File: src/hdl/pctt_pkg.sv
// Shared types, constants and arithmetic helpers for the color temperature tint block.
`timescale 1ns / 1ps
package pctt_pkg;

  localparam int FRAC_W = 14;
  localparam int QUO_W  = 14;
  localparam int DIV_W  = 8;

  localparam logic [FRAC_W-1:0] FRAC_ONE  = 14'd8192;
  localparam logic [FRAC_W-1:0] FRAC_HALF = 14'd4096;
  localparam logic [14:0]       SUM_FULL  = 15'd16384;

  localparam logic signed [21:0] HUE_SECTOR1 = 22'sd8192;
  localparam logic signed [21:0] HUE_SECTOR2 = 22'sd16384;
  localparam logic signed [21:0] HUE_MID     = 22'sd24576;
  localparam logic signed [21:0] HUE_SECTOR4 = 22'sd32768;

  localparam logic signed [23:0] CLAMP_HIGH = 24'sd7710;
  localparam logic [7:0]         CHAN_MAX   = 8'd255;

  localparam logic [1:0] REG_TINT_RED   = 2'd0;
  localparam logic [1:0] REG_TINT_GREEN = 2'd1;
  localparam logic [1:0] REG_TINT_BLUE  = 2'd2;

  typedef logic [FRAC_W-1:0] frac_t;

  typedef enum logic [1:0] {
    SEC_RED,
    SEC_GREEN,
    SEC_BLUE
  } sector_t;

  // One classified pixel on its way from the front to the back.
  typedef struct packed {
    frac_t             lumi;
    frac_t             dnum;
    logic [DIV_W-1:0]  sdiv;
    logic [DIV_W-1:0]  hdiv;
    frac_t             hnum;
    logic              hneg;
    sector_t           sector;
    logic              grey;
  } work_t;

  // floor(c * 8192 / 255) = 32c + floor(32c / 255)
  function automatic frac_t to_frac(input logic [7:0] c);
    logic [13:0] x;
    logic [13:0] t;
    x = {1'b0, c, 5'd0};
    t = x + {8'd0, x[13:8]} + 14'd1;
    return x + {8'd0, t[13:8]};
  endfunction

  function automatic logic [7:0] to_byte(input logic signed [23:0] v);
    logic [20:0] prod;
    prod = 21'(v[12:0]) * 21'd255;
    if (v < 24'sd0) return 8'd0;
    else if (v > CLAMP_HIGH) return CHAN_MAX;
    else return prod[20:13];
  endfunction

  function automatic logic [7:0] grey_byte(input frac_t l);
    logic [21:0] prod;
    prod = 22'(l) * 22'd255;
    return prod[20:13];
  endfunction

endpackage

File: src/hdl/pixel_color_temperature_tint.sv
// Top level of the lightness-preserving color temperature tint block.
`timescale 1ns / 1ps
//
//  channel   handshake            payload
//  -------   ------------------   ---------------------------------
//  pixel in  start high, busy low  red_in, green_in, blue_in
//  result    done strobe (1 cyc)   red_out, green_out, blue_out
//  config    wr_en                 wr_index (0 red, 1 green, 2 blue), wr_data
//
//  One pixel per clock is sustained while busy is low. Each transaction passes 21
//  register stages: 2 front stages, 1 queue stage, 14 divider stages (one quotient
//  bit each) and 4 rebuild stages with two multipliers. The accepting edge loads
//  the first of them, and done is the register of the last.
//  Reset (rst, synchronous) empties the pipeline and sets every tint to 255.
//  The result side never stalls, so the back drains the queue every cycle and
//  busy stays low in normal operation; it rises only if QUEUE_DEPTH - 2 entries wait.
//
module pixel_color_temperature_tint #(
  parameter int QUEUE_DEPTH = 4
) (
  input  logic       clk,
  input  logic       rst,
  input  logic       start,
  output logic       busy,
  input  logic [7:0] red_in,
  input  logic [7:0] green_in,
  input  logic [7:0] blue_in,
  output logic       done,
  output logic [7:0] red_out,
  output logic [7:0] green_out,
  output logic [7:0] blue_out,
  input  logic       wr_en,
  input  logic [1:0] wr_index,
  input  logic [7:0] wr_data
);

  logic [7:0] tint_red, tint_green, tint_blue;

  // Tint registers; an index beyond the list is dropped.
  always_ff @(posedge clk) begin
    if (rst) begin
      tint_red   <= 8'd255;
      tint_green <= 8'd255;
      tint_blue  <= 8'd255;
    end else if (wr_en) begin
      unique case (wr_index)
        pctt_pkg::REG_TINT_RED:   tint_red   <= wr_data;
        pctt_pkg::REG_TINT_GREEN: tint_green <= wr_data;
        pctt_pkg::REG_TINT_BLUE:  tint_blue  <= wr_data;
        default: ;
      endcase
    end
  end

  logic            accept;
  logic            push, q_valid, almost_full;
  pctt_pkg::work_t f_item, q_item, d_item;
  logic            d_valid;
  logic [pctt_pkg::QUO_W-1:0] quo_s, quo_h;

  // Hold off new pixels while the queue has no room for the two front stages.
  assign busy   = almost_full;
  assign accept = start && !busy;

  pctt_front u_front (
    .clk        (clk),
    .rst        (rst),
    .accept     (accept),
    .red_in     (red_in),
    .green_in   (green_in),
    .blue_in    (blue_in),
    .tint_red   (tint_red),
    .tint_green (tint_green),
    .tint_blue  (tint_blue),
    .push       (push),
    .item       (f_item)
  );

  pctt_queue #(
    .DEPTH (QUEUE_DEPTH)
  ) u_queue (
    .clk         (clk),
    .rst         (rst),
    .push        (push),
    .wdata       (f_item),
    .pop         (q_valid),
    .rdata       (q_item),
    .not_empty   (q_valid),
    .almost_full (almost_full)
  );

  // Advance the queue head into the divider whenever one is waiting.
  pctt_divider u_divider (
    .clk       (clk),
    .rst       (rst),
    .in_valid  (q_valid),
    .in_item   (q_item),
    .out_valid (d_valid),
    .out_item  (d_item),
    .quo_s     (quo_s),
    .quo_h     (quo_h)
  );

  pctt_back u_back (
    .clk       (clk),
    .rst       (rst),
    .in_valid  (d_valid),
    .in_item   (d_item),
    .quo_s     (quo_s),
    .quo_h     (quo_h),
    .done      (done),
    .red_out   (red_out),
    .green_out (green_out),
    .blue_out  (blue_out)
  );

  // Transactions in flight, for the checks below.
  logic [5:0] inflight;

  always_ff @(posedge clk) begin
    if (rst) begin
      inflight <= '0;
    end else begin
      inflight <= inflight + 6'(accept) - 6'(done);
    end
  end

  a_no_phantom_result: assert property (@(posedge clk) disable iff (rst)
    done |-> (inflight != '0))
    else $error("result strobe with no transaction in flight");

  a_inflight_bounded: assert property (@(posedge clk) disable iff (rst)
    inflight <= 6'd40)
    else $error("transactions in flight exceed pipeline capacity");

  a_queue_never_backs_up: assert property (@(posedge clk) disable iff (rst)
    !busy)
    else $error("queue backed up although the back never stalls");

  a_push_follows_accept: assert property (@(posedge clk) disable iff (rst)
    accept |=> ##1 push)
    else $error("accepted pixel did not reach the queue");

endmodule

File: src/hdl/pctt_front.sv
// Front end: frac conversion, tint blend and HSL classification of each pixel.
`timescale 1ns / 1ps
module pctt_front (
  input  logic                clk,
  input  logic                rst,
  input  logic                accept,
  input  logic [7:0]          red_in,
  input  logic [7:0]          green_in,
  input  logic [7:0]          blue_in,
  input  logic [7:0]          tint_red,
  input  logic [7:0]          tint_green,
  input  logic [7:0]          tint_blue,
  output logic                push,
  output pctt_pkg::work_t     item
);

  logic            v1;
  pctt_pkg::frac_t lumi1, br1, bg1, bb1;

  pctt_pkg::frac_t fr, fg, fb, fmx, fmn;
  logic [14:0]     fsum, bl_r, bl_g, bl_b;

  always_comb begin
    fr = pctt_pkg::to_frac(red_in);
    fg = pctt_pkg::to_frac(green_in);
    fb = pctt_pkg::to_frac(blue_in);
    fmx = (fr > fg) ? fr : fg;
    fmx = (fmx > fb) ? fmx : fb;
    fmn = (fr < fg) ? fr : fg;
    fmn = (fmn < fb) ? fmn : fb;
    fsum = 15'(fmx) + 15'(fmn);
    bl_r = 15'(pctt_pkg::to_frac(tint_red)) + 15'(fr);
    bl_g = 15'(pctt_pkg::to_frac(tint_green)) + 15'(fg);
    bl_b = 15'(pctt_pkg::to_frac(tint_blue)) + 15'(fb);
  end

  always_ff @(posedge clk) begin
    if (rst) begin
      v1 <= 1'b0;
    end else begin
      v1 <= accept;
    end
    lumi1 <= fsum[14:1];
    br1   <= bl_r[14:1];
    bg1   <= bl_g[14:1];
    bb1   <= bl_b[14:1];
  end

  // Classify the blend: extremes, divisors and hue numerator.
  pctt_pkg::frac_t  mx, mn, d;
  logic [14:0]      sum, rsum;
  logic signed [14:0] diff;
  pctt_pkg::work_t  nxt;

  always_comb begin
    mx = (br1 > bg1) ? br1 : bg1;
    mx = (mx > bb1) ? mx : bb1;
    mn = (br1 < bg1) ? br1 : bg1;
    mn = (mn < bb1) ? mn : bb1;
    sum  = 15'(mx) + 15'(mn);
    rsum = pctt_pkg::SUM_FULL - sum;
    d = mx - mn;
    nxt.lumi = lumi1;
    nxt.dnum = d;
    nxt.sdiv = (sum[14:1] <= pctt_pkg::FRAC_HALF) ? sum[14:7] : rsum[14:7];
    nxt.hdiv = {1'b0, d[13:7]};
    if (mx == br1) begin
      nxt.sector = pctt_pkg::SEC_RED;
      diff = $signed({1'b0, bg1}) - $signed({1'b0, bb1});
    end else if (mx == bg1) begin
      nxt.sector = pctt_pkg::SEC_GREEN;
      diff = $signed({1'b0, bb1}) - $signed({1'b0, br1});
    end else begin
      nxt.sector = pctt_pkg::SEC_BLUE;
      diff = $signed({1'b0, br1}) - $signed({1'b0, bg1});
    end
    nxt.hneg = diff[14];
    nxt.hnum = diff[14] ? 14'(-diff) : diff[13:0];
    nxt.grey = (mx == mn) || (nxt.sdiv == '0) || (nxt.hdiv == '0);
  end

  always_ff @(posedge clk) begin
    if (rst) begin
      push <= 1'b0;
    end else begin
      push <= v1;
    end
    item <= nxt;
  end

endmodule

File: src/hdl/pctt_queue.sv
// Short queue between the classifying front and the arithmetic back.
`timescale 1ns / 1ps
module pctt_queue #(
  parameter int DEPTH = 4
) (
  input  logic            clk,
  input  logic            rst,
  input  logic            push,
  input  pctt_pkg::work_t wdata,
  input  logic            pop,
  output pctt_pkg::work_t rdata,
  output logic            not_empty,
  output logic            almost_full
);

  localparam int PW = (DEPTH > 1) ? $clog2(DEPTH) : 1;
  localparam int CW = $clog2(DEPTH + 1);

  pctt_pkg::work_t mem [DEPTH];
  logic [PW-1:0]   wr_ptr, rd_ptr;
  logic [CW-1:0]   count;
  logic            do_pop;

  assign do_pop      = pop && (count != '0);
  assign not_empty   = (count != '0);
  assign almost_full = (count >= CW'(DEPTH - 2));
  assign rdata       = mem[rd_ptr];

  always_ff @(posedge clk) begin
    if (rst) begin
      wr_ptr <= '0;
      rd_ptr <= '0;
      count  <= '0;
    end else begin
      if (push) begin
        wr_ptr <= (wr_ptr == PW'(DEPTH - 1)) ? '0 : wr_ptr + 1'b1;
      end
      if (do_pop) begin
        rd_ptr <= (rd_ptr == PW'(DEPTH - 1)) ? '0 : rd_ptr + 1'b1;
      end
      count <= count + CW'(push) - CW'(do_pop);
    end
    if (push) begin
      mem[wr_ptr] <= wdata;
    end
  end

endmodule

File: src/hdl/pctt_divider.sv
// Pipelined restoring divider: saturation and hue quotients, one bit per stage.
`timescale 1ns / 1ps
module pctt_divider (
  input  logic                        clk,
  input  logic                        rst,
  input  logic                        in_valid,
  input  pctt_pkg::work_t             in_item,
  output logic                        out_valid,
  output pctt_pkg::work_t             out_item,
  output logic [pctt_pkg::QUO_W-1:0]  quo_s,
  output logic [pctt_pkg::QUO_W-1:0]  quo_h
);

  localparam int N = pctt_pkg::QUO_W;

  logic                       v  [1:N];
  pctt_pkg::work_t            w  [1:N];
  logic [pctt_pkg::DIV_W-1:0] rs [1:N];
  logic [pctt_pkg::DIV_W-1:0] rh [1:N];
  logic [N-1:0]               qs [1:N];
  logic [N-1:0]               qh [1:N];

  for (genvar i = 0; i < N; i++) begin : g_stage
    logic                       pv;
    pctt_pkg::work_t            pw;
    logic [pctt_pkg::DIV_W-1:0] prs, prh;
    logic [N-1:0]               pqs, pqh;
    logic [pctt_pkg::DIV_W:0]   ts, th;
    logic                       ges, geh;

    if (i == 0) begin : g_head
      assign pv  = in_valid;
      assign pw  = in_item;
      assign prs = '0;
      assign prh = '0;
      assign pqs = '0;
      assign pqh = '0;
    end else begin : g_body
      assign pv  = v[i];
      assign pw  = w[i];
      assign prs = rs[i];
      assign prh = rh[i];
      assign pqs = qs[i];
      assign pqh = qh[i];
    end

    // Shift in the next numerator bit and try the subtract.
    assign ts  = {prs, pw.dnum[N-1-i]};
    assign th  = {prh, pw.hnum[N-1-i]};
    assign ges = (ts >= {1'b0, pw.sdiv});
    assign geh = (th >= {1'b0, pw.hdiv});

    always_ff @(posedge clk) begin
      if (rst) begin
        v[i+1] <= 1'b0;
      end else begin
        v[i+1] <= pv;
      end
      w[i+1]  <= pw;
      rs[i+1] <= ges ? pctt_pkg::DIV_W'(ts - {1'b0, pw.sdiv}) : ts[pctt_pkg::DIV_W-1:0];
      rh[i+1] <= geh ? pctt_pkg::DIV_W'(th - {1'b0, pw.hdiv}) : th[pctt_pkg::DIV_W-1:0];
      qs[i+1] <= {pqs[N-2:0], ges};
      qh[i+1] <= {pqh[N-2:0], geh};
    end
  end

  assign out_valid = v[N];
  assign out_item  = w[N];
  assign quo_s     = qs[N];
  assign quo_h     = qh[N];

endmodule

File: src/hdl/pctt_back.sv
// Back end: rebuild RGB from blend hue/saturation and the pixel's own lightness.
`timescale 1ns / 1ps
module pctt_back (
  input  logic                        clk,
  input  logic                        rst,
  input  logic                        in_valid,
  input  pctt_pkg::work_t             in_item,
  input  logic [pctt_pkg::QUO_W-1:0]  quo_s,
  input  logic [pctt_pkg::QUO_W-1:0]  quo_h,
  output logic                        done,
  output logic [7:0]                  red_out,
  output logic [7:0]                  green_out,
  output logic [7:0]                  blue_out
);

  // Stage 1: saturation, hue, and the product behind q.
  logic signed [20:0] s_sg;
  logic signed [21:0] hmag, h0, mb;
  logic signed [20:0] ma;
  logic               lo0;

  logic               v1, lo1, grey1;
  logic signed [42:0] prod1;
  logic signed [21:0] h1;
  pctt_pkg::frac_t    lumi1;

  always_comb begin
    s_sg = $signed({1'b0, quo_s, 6'd0});
    hmag = $signed({2'b0, quo_h, 6'd0});
    unique case (in_item.sector)
      pctt_pkg::SEC_RED:   h0 = in_item.hneg ? -hmag : hmag;
      pctt_pkg::SEC_GREEN: h0 = (in_item.hneg ? -hmag : hmag) + pctt_pkg::HUE_SECTOR2;
      pctt_pkg::SEC_BLUE:  h0 = (in_item.hneg ? -hmag : hmag) + pctt_pkg::HUE_SECTOR4;
      default:             h0 = '0;
    endcase
    lo0 = (in_item.lumi <= pctt_pkg::FRAC_HALF);
    ma  = lo0 ? $signed({7'd0, in_item.lumi}) : s_sg;
    mb  = lo0 ? (22'sd8192 - 22'(s_sg)) : (22'sd8192 - $signed({8'd0, in_item.lumi}));
  end

  always_ff @(posedge clk) begin
    if (rst) begin
      v1 <= 1'b0;
    end else begin
      v1 <= in_valid;
    end
    lo1   <= lo0;
    grey1 <= in_item.grey || (quo_s == '0);
    prod1 <= 43'(ma) * 43'(mb);
    h1    <= h0;
    lumi1 <= in_item.lumi;
  end

  // Stage 2: q, p, span and the hue offset inside its sector.
  logic signed [19:0] m1, q_c, p_c, lumi_sg;
  logic signed [21:0] t_c;
  pctt_pkg::sector_t  sec_c;

  logic               v2, grey2;
  logic signed [19:0] q2, p2, span2;
  logic signed [21:0] t2;
  pctt_pkg::sector_t  sec2;
  pctt_pkg::frac_t    lumi2;

  always_comb begin
    m1      = 20'(prod1 >>> 13);
    lumi_sg = $signed({6'd0, lumi1});
    q_c     = lo1 ? m1 : lumi_sg - m1;
    p_c     = (lumi_sg <<< 1) - q_c;
    priority if (h1 < pctt_pkg::HUE_SECTOR1) begin
      sec_c = pctt_pkg::SEC_RED;
      t_c   = h1;
    end else if (h1 < pctt_pkg::HUE_MID) begin
      sec_c = pctt_pkg::SEC_GREEN;
      t_c   = h1 - pctt_pkg::HUE_SECTOR2;
    end else begin
      sec_c = pctt_pkg::SEC_BLUE;
      t_c   = h1 - pctt_pkg::HUE_SECTOR4;
    end
  end

  always_ff @(posedge clk) begin
    if (rst) begin
      v2 <= 1'b0;
    end else begin
      v2 <= v1;
    end
    grey2 <= grey1;
    q2    <= q_c;
    p2    <= p_c;
    span2 <= p_c - q_c;
    t2    <= t_c;
    sec2  <= sec_c;
    lumi2 <= lumi1;
  end

  // Stage 3: hue offset times span.
  logic               v3, grey3, tneg3;
  logic signed [41:0] prod3;
  logic signed [19:0] q3, p3;
  pctt_pkg::sector_t  sec3;
  pctt_pkg::frac_t    lumi3;

  always_ff @(posedge clk) begin
    if (rst) begin
      v3 <= 1'b0;
    end else begin
      v3 <= v2;
    end
    grey3 <= grey2;
    tneg3 <= t2[21];
    prod3 <= 42'(t2) * 42'(span2);
    q3    <= q2;
    p3    <= p2;
    sec3  <= sec2;
    lumi3 <= lumi2;
  end

  // Stage 4: place p, q and the ramp, then clamp to bytes.
  logic signed [23:0] m3, ramp, qx, px, o_r, o_g, o_b;
  logic [7:0]         grey_c;

  always_comb begin
    m3   = 24'(prod3 >>> 13);
    qx   = 24'(q3);
    px   = 24'(p3);
    ramp = tneg3 ? qx - m3 : qx + m3;
    unique case (sec3)
      pctt_pkg::SEC_RED: begin
        o_r = px;
        o_g = tneg3 ? qx : ramp;
        o_b = tneg3 ? ramp : qx;
      end
      pctt_pkg::SEC_GREEN: begin
        o_g = px;
        o_b = tneg3 ? qx : ramp;
        o_r = tneg3 ? ramp : qx;
      end
      pctt_pkg::SEC_BLUE: begin
        o_b = px;
        o_r = tneg3 ? qx : ramp;
        o_g = tneg3 ? ramp : qx;
      end
      default: begin
        o_r = '0;
        o_g = '0;
        o_b = '0;
      end
    endcase
    grey_c = pctt_pkg::grey_byte(lumi3);
  end

  always_ff @(posedge clk) begin
    if (rst) begin
      done <= 1'b0;
    end else begin
      done <= v3;
    end
    red_out   <= grey3 ? grey_c : pctt_pkg::to_byte(o_r);
    green_out <= grey3 ? grey_c : pctt_pkg::to_byte(o_g);
    blue_out  <= grey3 ? grey_c : pctt_pkg::to_byte(o_b);
  end

endmodule
File: config.mk
export PLATFORM = sky130hd
export DESIGN_NAME = pixel_color_temperature_tint
export DESIGN_NICKNAME = d
export VERILOG_FILES = /design/src/hdl/pctt_pkg.sv /design/src/hdl/pixel_color_temperature_tint.sv /design/src/hdl/pctt_front.sv /design/src/hdl/pctt_queue.sv /design/src/hdl/pctt_divider.sv /design/src/hdl/pctt_back.sv
export SDC_FILE = /design/constraint.sdc
export NUM_CORES = 2
export LEC_CHECK = 0
export ABC_AREA = 1
export BUFFER_PORTS_ARGS = -buffer_cell sky130_fd_sc_hd__buf_2
export CAP_MARGIN = 20
export CELL_PAD_IN_SITES_DETAIL_PLACEMENT = 1
export CELL_PAD_IN_SITES_GLOBAL_PLACEMENT = 1
export CORE_AREA = 2 2 469 471
export CTS_CLUSTER_SIZE = 25
export DETAILED_ROUTE_END_ITERATION = 12
export DIE_AREA = 0 0 471 473
export PLACE_DENSITY_LB_ADDON = 0.1
export SLEW_MARGIN = 0
export SYNTH_ARGS = -nofsm -noshare
export SYNTH_HDL_FRONTEND = slang
export SYNTH_SLANG_ARGS = --single-unit
File: constraint.sdc
create_clock -name clk -period 9.9 [get_ports clk]
set_clock_uncertainty 0.15 [all_clocks]
set_input_delay 0.99 -clock clk [delete_from_list [all_inputs] [get_ports clk]]
set_output_delay 0.99 -clock clk [all_outputs]
set_load 0.03 [all_outputs]
== Word-level counts from Yosys, hierarchy flattened ==
Memory sizes are Yosys's and may differ from the RTL's. A register that Yosys moved wholly into a read port is not among the register bits.
Cells that the tools add are included.
Storage, ports and cells
  register bits: 442
  RAM bits: 1742
  input port bits: 38
  output and inout bits: 26
  logic and storage cells: 305
  memories: 7
Cells by class
  add/subtract/negate cells: 73
  multiply operators: 6
  magnitude comparators: 47
  equality and inequality tests: 11
  multiplexer cells: 87
  bitwise gates (word level): 14
  reductions and logical operators: 15
Memory list
  u_divider.w: depth 14, bits a word 62, read ports 14, clocked after Yosys merged registers in 0, wr ports 14, line pctt_divider.sv:17  | pctt_pkg::work_t w [1:N];
  u_queue.mem: depth 4, bits a word 61, read ports 1, clocked after Yosys merged registers in 1, wr ports 1, line pctt_queue.sv:19  | pctt_pkg::work_t mem [DEPTH];
  u_divider.qh: depth 14, bits a word 14, read ports 14, clocked after Yosys merged registers in 0, wr ports 14, line pctt_divider.sv:21  | logic [N-1:0] qh [1:N];
  u_divider.qs: depth 14, bits a word 14, read ports 14, clocked after Yosys merged registers in 0, wr ports 14, line pctt_divider.sv:20  | logic [N-1:0] qs [1:N];
  u_divider.rh: depth 14, bits a word 8, read ports 13, clocked after Yosys merged registers in 0, wr ports 14, line pctt_divider.sv:19  | logic [pctt_pkg::DIV_W-1:0] rh [1:N];
  u_divider.rs: depth 14, bits a word 8, read ports 13, clocked after Yosys merged registers in 0, wr ports 14, line pctt_divider.sv:18  | logic [pctt_pkg::DIV_W-1:0] rs [1:N];
  1 more memories
Operator list (count)
  $mux 8: 38
  $ge 9x8->1: 26
  $pmux 24 s3: 3
  $sub 8x8->8: 26
  $mux 14: 9
  $mux 22: 4
  $add 13x5->14: 6
  $add 13x6->14: 6
  $add 14x1->14 const B: 6
  $add 14x14->15: 5
  $gt 24x14->1 const B: 3
  $lt 24x1->1 const B: 3
  $mux 24: 3
  $pmux 22 s3: 1
  $mul 13x8->21 const B: 3
  $gt 14x14->1: 4
  $lt 14x14->1: 4
  $sub 14x14->15: 3
  $eq 14x14->1: 3
  $mux 20: 2
  $mul 22x20->37: 1
  $mul 21x22->33: 1
  $mux 15: 2
  $le 14x13->1 const B: 2
  38 further kinds: 89

== Logic depth before layout (Yosys ltp) ==
  depth in word-level cells: 10
  depth in mapped cells: 48
  gate-level depth less buffers: 44

== Modules after synthesis ==
From an unflattened synthesis, not the netlist that was laid out.
Second synthesis, totals
  cell total of the unflattened synthesis: 12561
  area total of the unflattened synthesis: 110745.0 um^2
By module, submodules not included
  pctt_back: times used 1, cells an instance 5713, area each 45756.4 um^2
  pctt_divider: times used 1, cells an instance 4042, area each 40334.9 um^2
  pctt_front: times used 1, cells an instance 2031, area each 13407.9 um^2
  pctt_queue: times used 1, cells an instance 663, area each 10267.3 um^2
  pixel_color_temperature_tint: times used 1, cells an instance 112, area each 978.4 um^2

== Worst setup path before layout ==
No wires, ideal clock.
  kind: register to register
  from: reg u_back.tneg3
  to: reg u_back.green_out[7]
  library setup time: 0.114 ns
  data arrival time: 8.163 ns
  required time: 9.636 ns
  path slack: 1.473 ns
  cell stages (with the launch flop): 42
  period minus slack after synthesis: 8.427 ns
  cell sequence: dfxtp_1 -> clkbuf_1 -> inv_1 -> clkbuf_1 -> clkbuf_1 -> clkbuf_1 -> clkbuf_1 -> nand2_1 -> xor2_1 -> inv_1 -> ha_1 -> a21oi_1 -> o21ai_0 -> nand2_1 -> nand2_1 -> a21oi_1 -> xor2_1 -> nand2_1 -> [... 6 more ...] -> xnor2_1 -> fa_1 -> inv_1 -> fa_1 -> inv_1 -> ha_1 -> a21oi_1 -> o21ai_0 -> a21oi_1 -> nand2_1 -> a21o_1 -> a21o_1 -> a21o_1 -> a21oi_1 -> xnor2_1 -> nand2_1 -> nand2_1 -> nand2_1
On the way
  longest elaborated chain between the ends: 7
  elaborated cells between the ends (all ways): 10
  those cells by class: 1 x mul; 2 x order compare; 7 x mux
RTL lines
  from (decl): line pctt_back.sv:98  | logic v3, grey3, tneg3;
  from (signal assigned): line pctt_back.sv:111  | tneg3 <= t2[21];
  $mux 24: line pctt_back.sv:127  | ramp = tneg3 ? qx - m3 : qx + m3;
  $mux 24 (on tied branches): line pctt_back.sv:142, pctt_back.sv:131
  $pmux 24 s3 (*): line pctt_back.sv:128  | unique case (sec3)
  $mul 13x8->21 or $gt 24x14->1 (tied branches): line pctt_pkg.sv:56, pctt_pkg.sv:58
  $mux 8: line pctt_pkg.sv:58  | else if (v > CLAMP_HIGH) return CHAN_MAX;
  $mux 8 (*): line pctt_pkg.sv:57  | if (v < 24'sd0) return 8'd0;
  $mux 8 (*): line pctt_back.sv:160  | green_out <= grey3 ? grey_c : pctt_pkg::to_byte(o_g);
  to (signal assigned): line pctt_back.sv:160
  to (decl): line pctt_back.sv:12  | output logic [7:0] green_out,
Mark *: on every way between the ends. The rest lies on a longest branch, timed or not.
A chain may end at the register's enable or synchronous reset.

==> reports/qor_table.md <==
| Item | Value | Unit |
|---|---|---|
| Status | finished clean | - |
| Area of the core region | 218000 | µm² |
| Most frequent standard cell in the layout excluding fill and tap cells | inv_1 | - |
| CTS tree | yes | - |
| Final count of negative-setup-slack endpoints | 0 | - |
| Highest-count cells in the layout ignoring fill and taps | inv_1, nand2_1, dfxtp_1 | - |
| Critical path's top delay family | adder cells | - |
| Worst reg2reg path depth | 36 | - |
| Endpoint kind of the worst setup timing path | flip-flop | - |
| Share of async-settable or async-resettable flops after synthesis | 0 | % |
| Hold Crit Start | u_back.q2[15]$_DFF_P_ | - |
| Critical Path Fanout Max | 15 | - |
| Detail Placement HPWL | 204 | mm |
| Via density per instance | 5.02 | - |
| Hold-fix buffers, CTS | 0 | - |
| Number of storage elements in the synthesis netlist | 1653 | - |
| Crit path setup slack, layout | 620 | ps |
| Path length in cells of the critical path | 36 | - |
| DP Area | 101000 | µm² |
| Number of vias after detailed routing | 69548 | - |
| Endpoint arrival time on the critical path | 9830 | ps |
| Maximum clock path buffer count | 3 | - |
| Kind of launch point of the worst setup path | flip-flop | - |
| DRC violation count after routing | 0 | - |
| Final setup TNS | 0 | ps |
| Total of buffers placed on input and output ports | 63 | - |
| Cell count after synthesis | 10695 | - |
| Worst R2R Start | u_divider.w[0][916]$_DFF_P_ | - |
| Endpoint of the worst-slack reg-to-reg timing path | u_back.prod1[28]$_DFF_P_ | - |
| Floorplan die height | 473 | µm |
| Starting density of the core | 44.6 | % |
| Min-Delay Path Class | reg -> reg | - |
| Average detailed-routed wire length per instance | 18.3 | µm |
| Final period util | 93.7 | % |
| Final Hold Vio Count | 0 | - |
| Routed wire length | 253 | mm |
| Cell with the largest stage delay on the worst path | inv_1 | - |
| H-tree depth reported by CTS | 4 | - |
| Final min period | 9280 | ps |
| Clock network latency to the later pin of the worst-skew pair | 850 | ps |
| Total iterations of the first detailed-routing run | 5 | - |
| Maximum operating frequency | 0.108 | GHz |
| Clock buffers created by TritonCTS | 174 | - |
| Mapped Avg Cell Area | 9.11 | µm² |
| Horizontal die dimension | 471 | µm |
| Hold endpoint | u_back.q3[15]$_DFF_P_ | - |
| Distinct cell type count of the synthesized netlist | 69 | - |
| Most used DFF post-synth | dfxtp_1 | - |
| Flop-to-flop setup slack | 620 | ps |
| Final antenna-violating net count | 0 | - |
| Worst hold path cell count | 0 | - |
| Post-cts sizing count | 0 | - |
| Total count of max-transition violations in the final report | 0 | - |
| Stage delay of the slowest cell on the critical path | 620 | ps |
| Iteration-0 DRC count of the detailed router | 2800 | - |
| Number of buffer and inverter stages on the critical path | 8 | - |
| Worst endpoint required time | 10450 | ps |
| Design Area, Final | 107000 | µm² |
| Site Rows | 172 | - |
| Vias in the first global route | 76252 | - |
| I/O pin cnt | 64 | - |
| Number of post-CTS setup repair buffers | 0 | - |
| Sequential-to-total area share from yosys stat | 36.2 | % |
| Synth Cell Area | 97400 | µm² |
| Global-route usage over all layers | 23.0 | % |
| Final nets | 12639 | - |
| Layout cells sized above 1 | 5.09 | % |
| Sinks on Clock Net | 1653 | - |
| Final weighted congestion in routability-driven placement | 0.893 | - |
| Max Cap Viol | 0 | - |
| Antenna violations before repair | 9 | - |
| Overflow left after global routing | 0 | - |
| Wire length of the first global-routing pass | 409 | mm |
| Worst slack at placement | 432 | ps |
| Post-synth EDFFs | 216 | - |
| Layout Area Growth over Synthesis | 10.3 | % |
| Unrepaired setup endpoints after global routing | false | - |
| Root Buffer Master | clkbuf_16 | - |
| Kind of critical path | reg -> reg | - |
| Actual slew at the worst max-slew pin | 1120 | ps |
| Pin count of the biggest net entering global routing | 67 | - |
| Count of synthesis-stage warnings from yosys | 0 | - |
| Post-CTS clock slew at the launch and capture registers of the worst setup and hold paths | 60 | ps |
| Relative slew slack | 25.0 | % |
| Post-layout utilization of the core | 49.2 | % |
| Die area | 223000 | µm² |
[Yosys cell counts, drive strengths merged, types with 2 or more instances]
| cell | number | area [µm²] |
|---|---|---|
| a2111oi | 4 | 35.0 |
| a211o | 2 | 17.5 |
| a211oi | 33 | 248 |
| a21boi | 7 | 52.6 |
| a21o | 30 | 225 |
| a21oi | 564 | 2840 |
| a221oi | 10 | 87.6 |
| a31oi | 27 | 169 |
| a32o | 2 | 20.0 |
| a32oi | 7 | 61.3 |
| and2 | 4 | 25.0 |
| and3 | 3 | 18.8 |
| buf | 25 | 163 |
| clkbuf | 201 | 754 |
| clkinv | 16 | 61.3 |
| conb | 2 | 7.51 |
| dfxtp | 1437 | 28800 |
| edfxtp | 216 | 6490 |
| fa | 872 | 17500 |
| ha | 896 | 11200 |
| inv | 2060 | 7730 |
| mux2i | 2 | 20.0 |
| nand2 | 1713 | 6500 |
| nand3 | 296 | 1530 |
| nand3b | 15 | 113 |
| nand4 | 80 | 500 |
| nor2 | 870 | 3320 |
| nor3 | 90 | 460 |
| nor3b | 7 | 57.6 |
| nor4 | 17 | 119 |
| o2111ai | 4 | 41.3 |
| o211ai | 40 | 300 |
| o21a | 8 | 60.1 |
| o21ai | 450 | 2260 |
| o21bai | 58 | 435 |
| o221ai | 8 | 70.1 |
| o22ai | 53 | 332 |
| o311ai | 5 | 43.8 |
| o31ai | 7 | 52.6 |
| or2 | 38 | 238 |
| xnor2 | 178 | 1560 |
| xor2 | 333 | 2920 |
[per-stage QoR]
stage,hold WS [ps],std cells
finish,121,13859
floorplan,160,10728
global placement,160,13517
global route,119,13856
CTS,116,13845
detailed placement,163,13519
[routing by layer]
layer	up-vias	track usage [%]	wire length, µm
met4	4	6.29	6340
met5	-	0	27
met1	34620	29.4	112000
li1	33610	-	-
met3	373	2.75	8260
met2	941	40.7	126000
[final cells by class]
class	instances	area [µm²]
timing repair buffer	155	1010
fill	25094	111000
clock buffer	230	4940
tap	2871	3590
sequential	1653	35300
inverter	2076	7800
antenna	5	12.5
clock inverter	96	1240
multi-input combinational	6773	53600
[cell families after synthesis]
family	after synthesis	synth area share, %
adder cells (fa/ha/maj)	1768	29.4
buffers and inverters	2302	8.95
other	2	0.00771
XOR/XNOR	511	4.59
multiplexers	2	0.0206
flip-flops	1653	36.2
AND/OR/NAND/NOR	3134	13.2
AO/OA/AOI/OAI	1323	7.58
[sequential cells by signal, summed over array words and instances (netlist names), 16 cells and up, named ones only]
name	count
u_back.prod1	20
u_divider.qh	105
u_back.q2	20
u_front.item	54
u_back.h1	16
u_queue.mem	216
u_back.prod3	24
u_back.t2	16
u_divider.rh	104
u_back.span2	19
u_back.q3	20
u_back.p3	19
u_divider.qs	105
u_divider.w	608
u_divider.rs	104
u_back.p2	19
[worst max-delay path by stage]
stage	endpoint	slack (ps)	start
floorplan	u_back.green_out[7]$_DFF_P_	1470	u_back.tneg3$_DFF_P_
global placement	u_front.lumi1[13]$_DFF_P_	840	red_in[3]
detailed placement	u_front.lumi1[13]$_DFF_P_	430	red_in[3]
CTS	u_back.prod1[28]$_DFF_P_	650	u_divider.w[0][916]$_DFF_P_
global route	u_back.prod1[32]$_DFF_P_	10	u_divider.w[0][916]$_DFF_P_
finish	u_back.prod1[28]$_DFF_P_	620	u_divider.w[0][916]$_DFF_P_
Power is not shown: default switching activity piles up to over one toggle a cycle in this logic, so the estimate is an artifact.
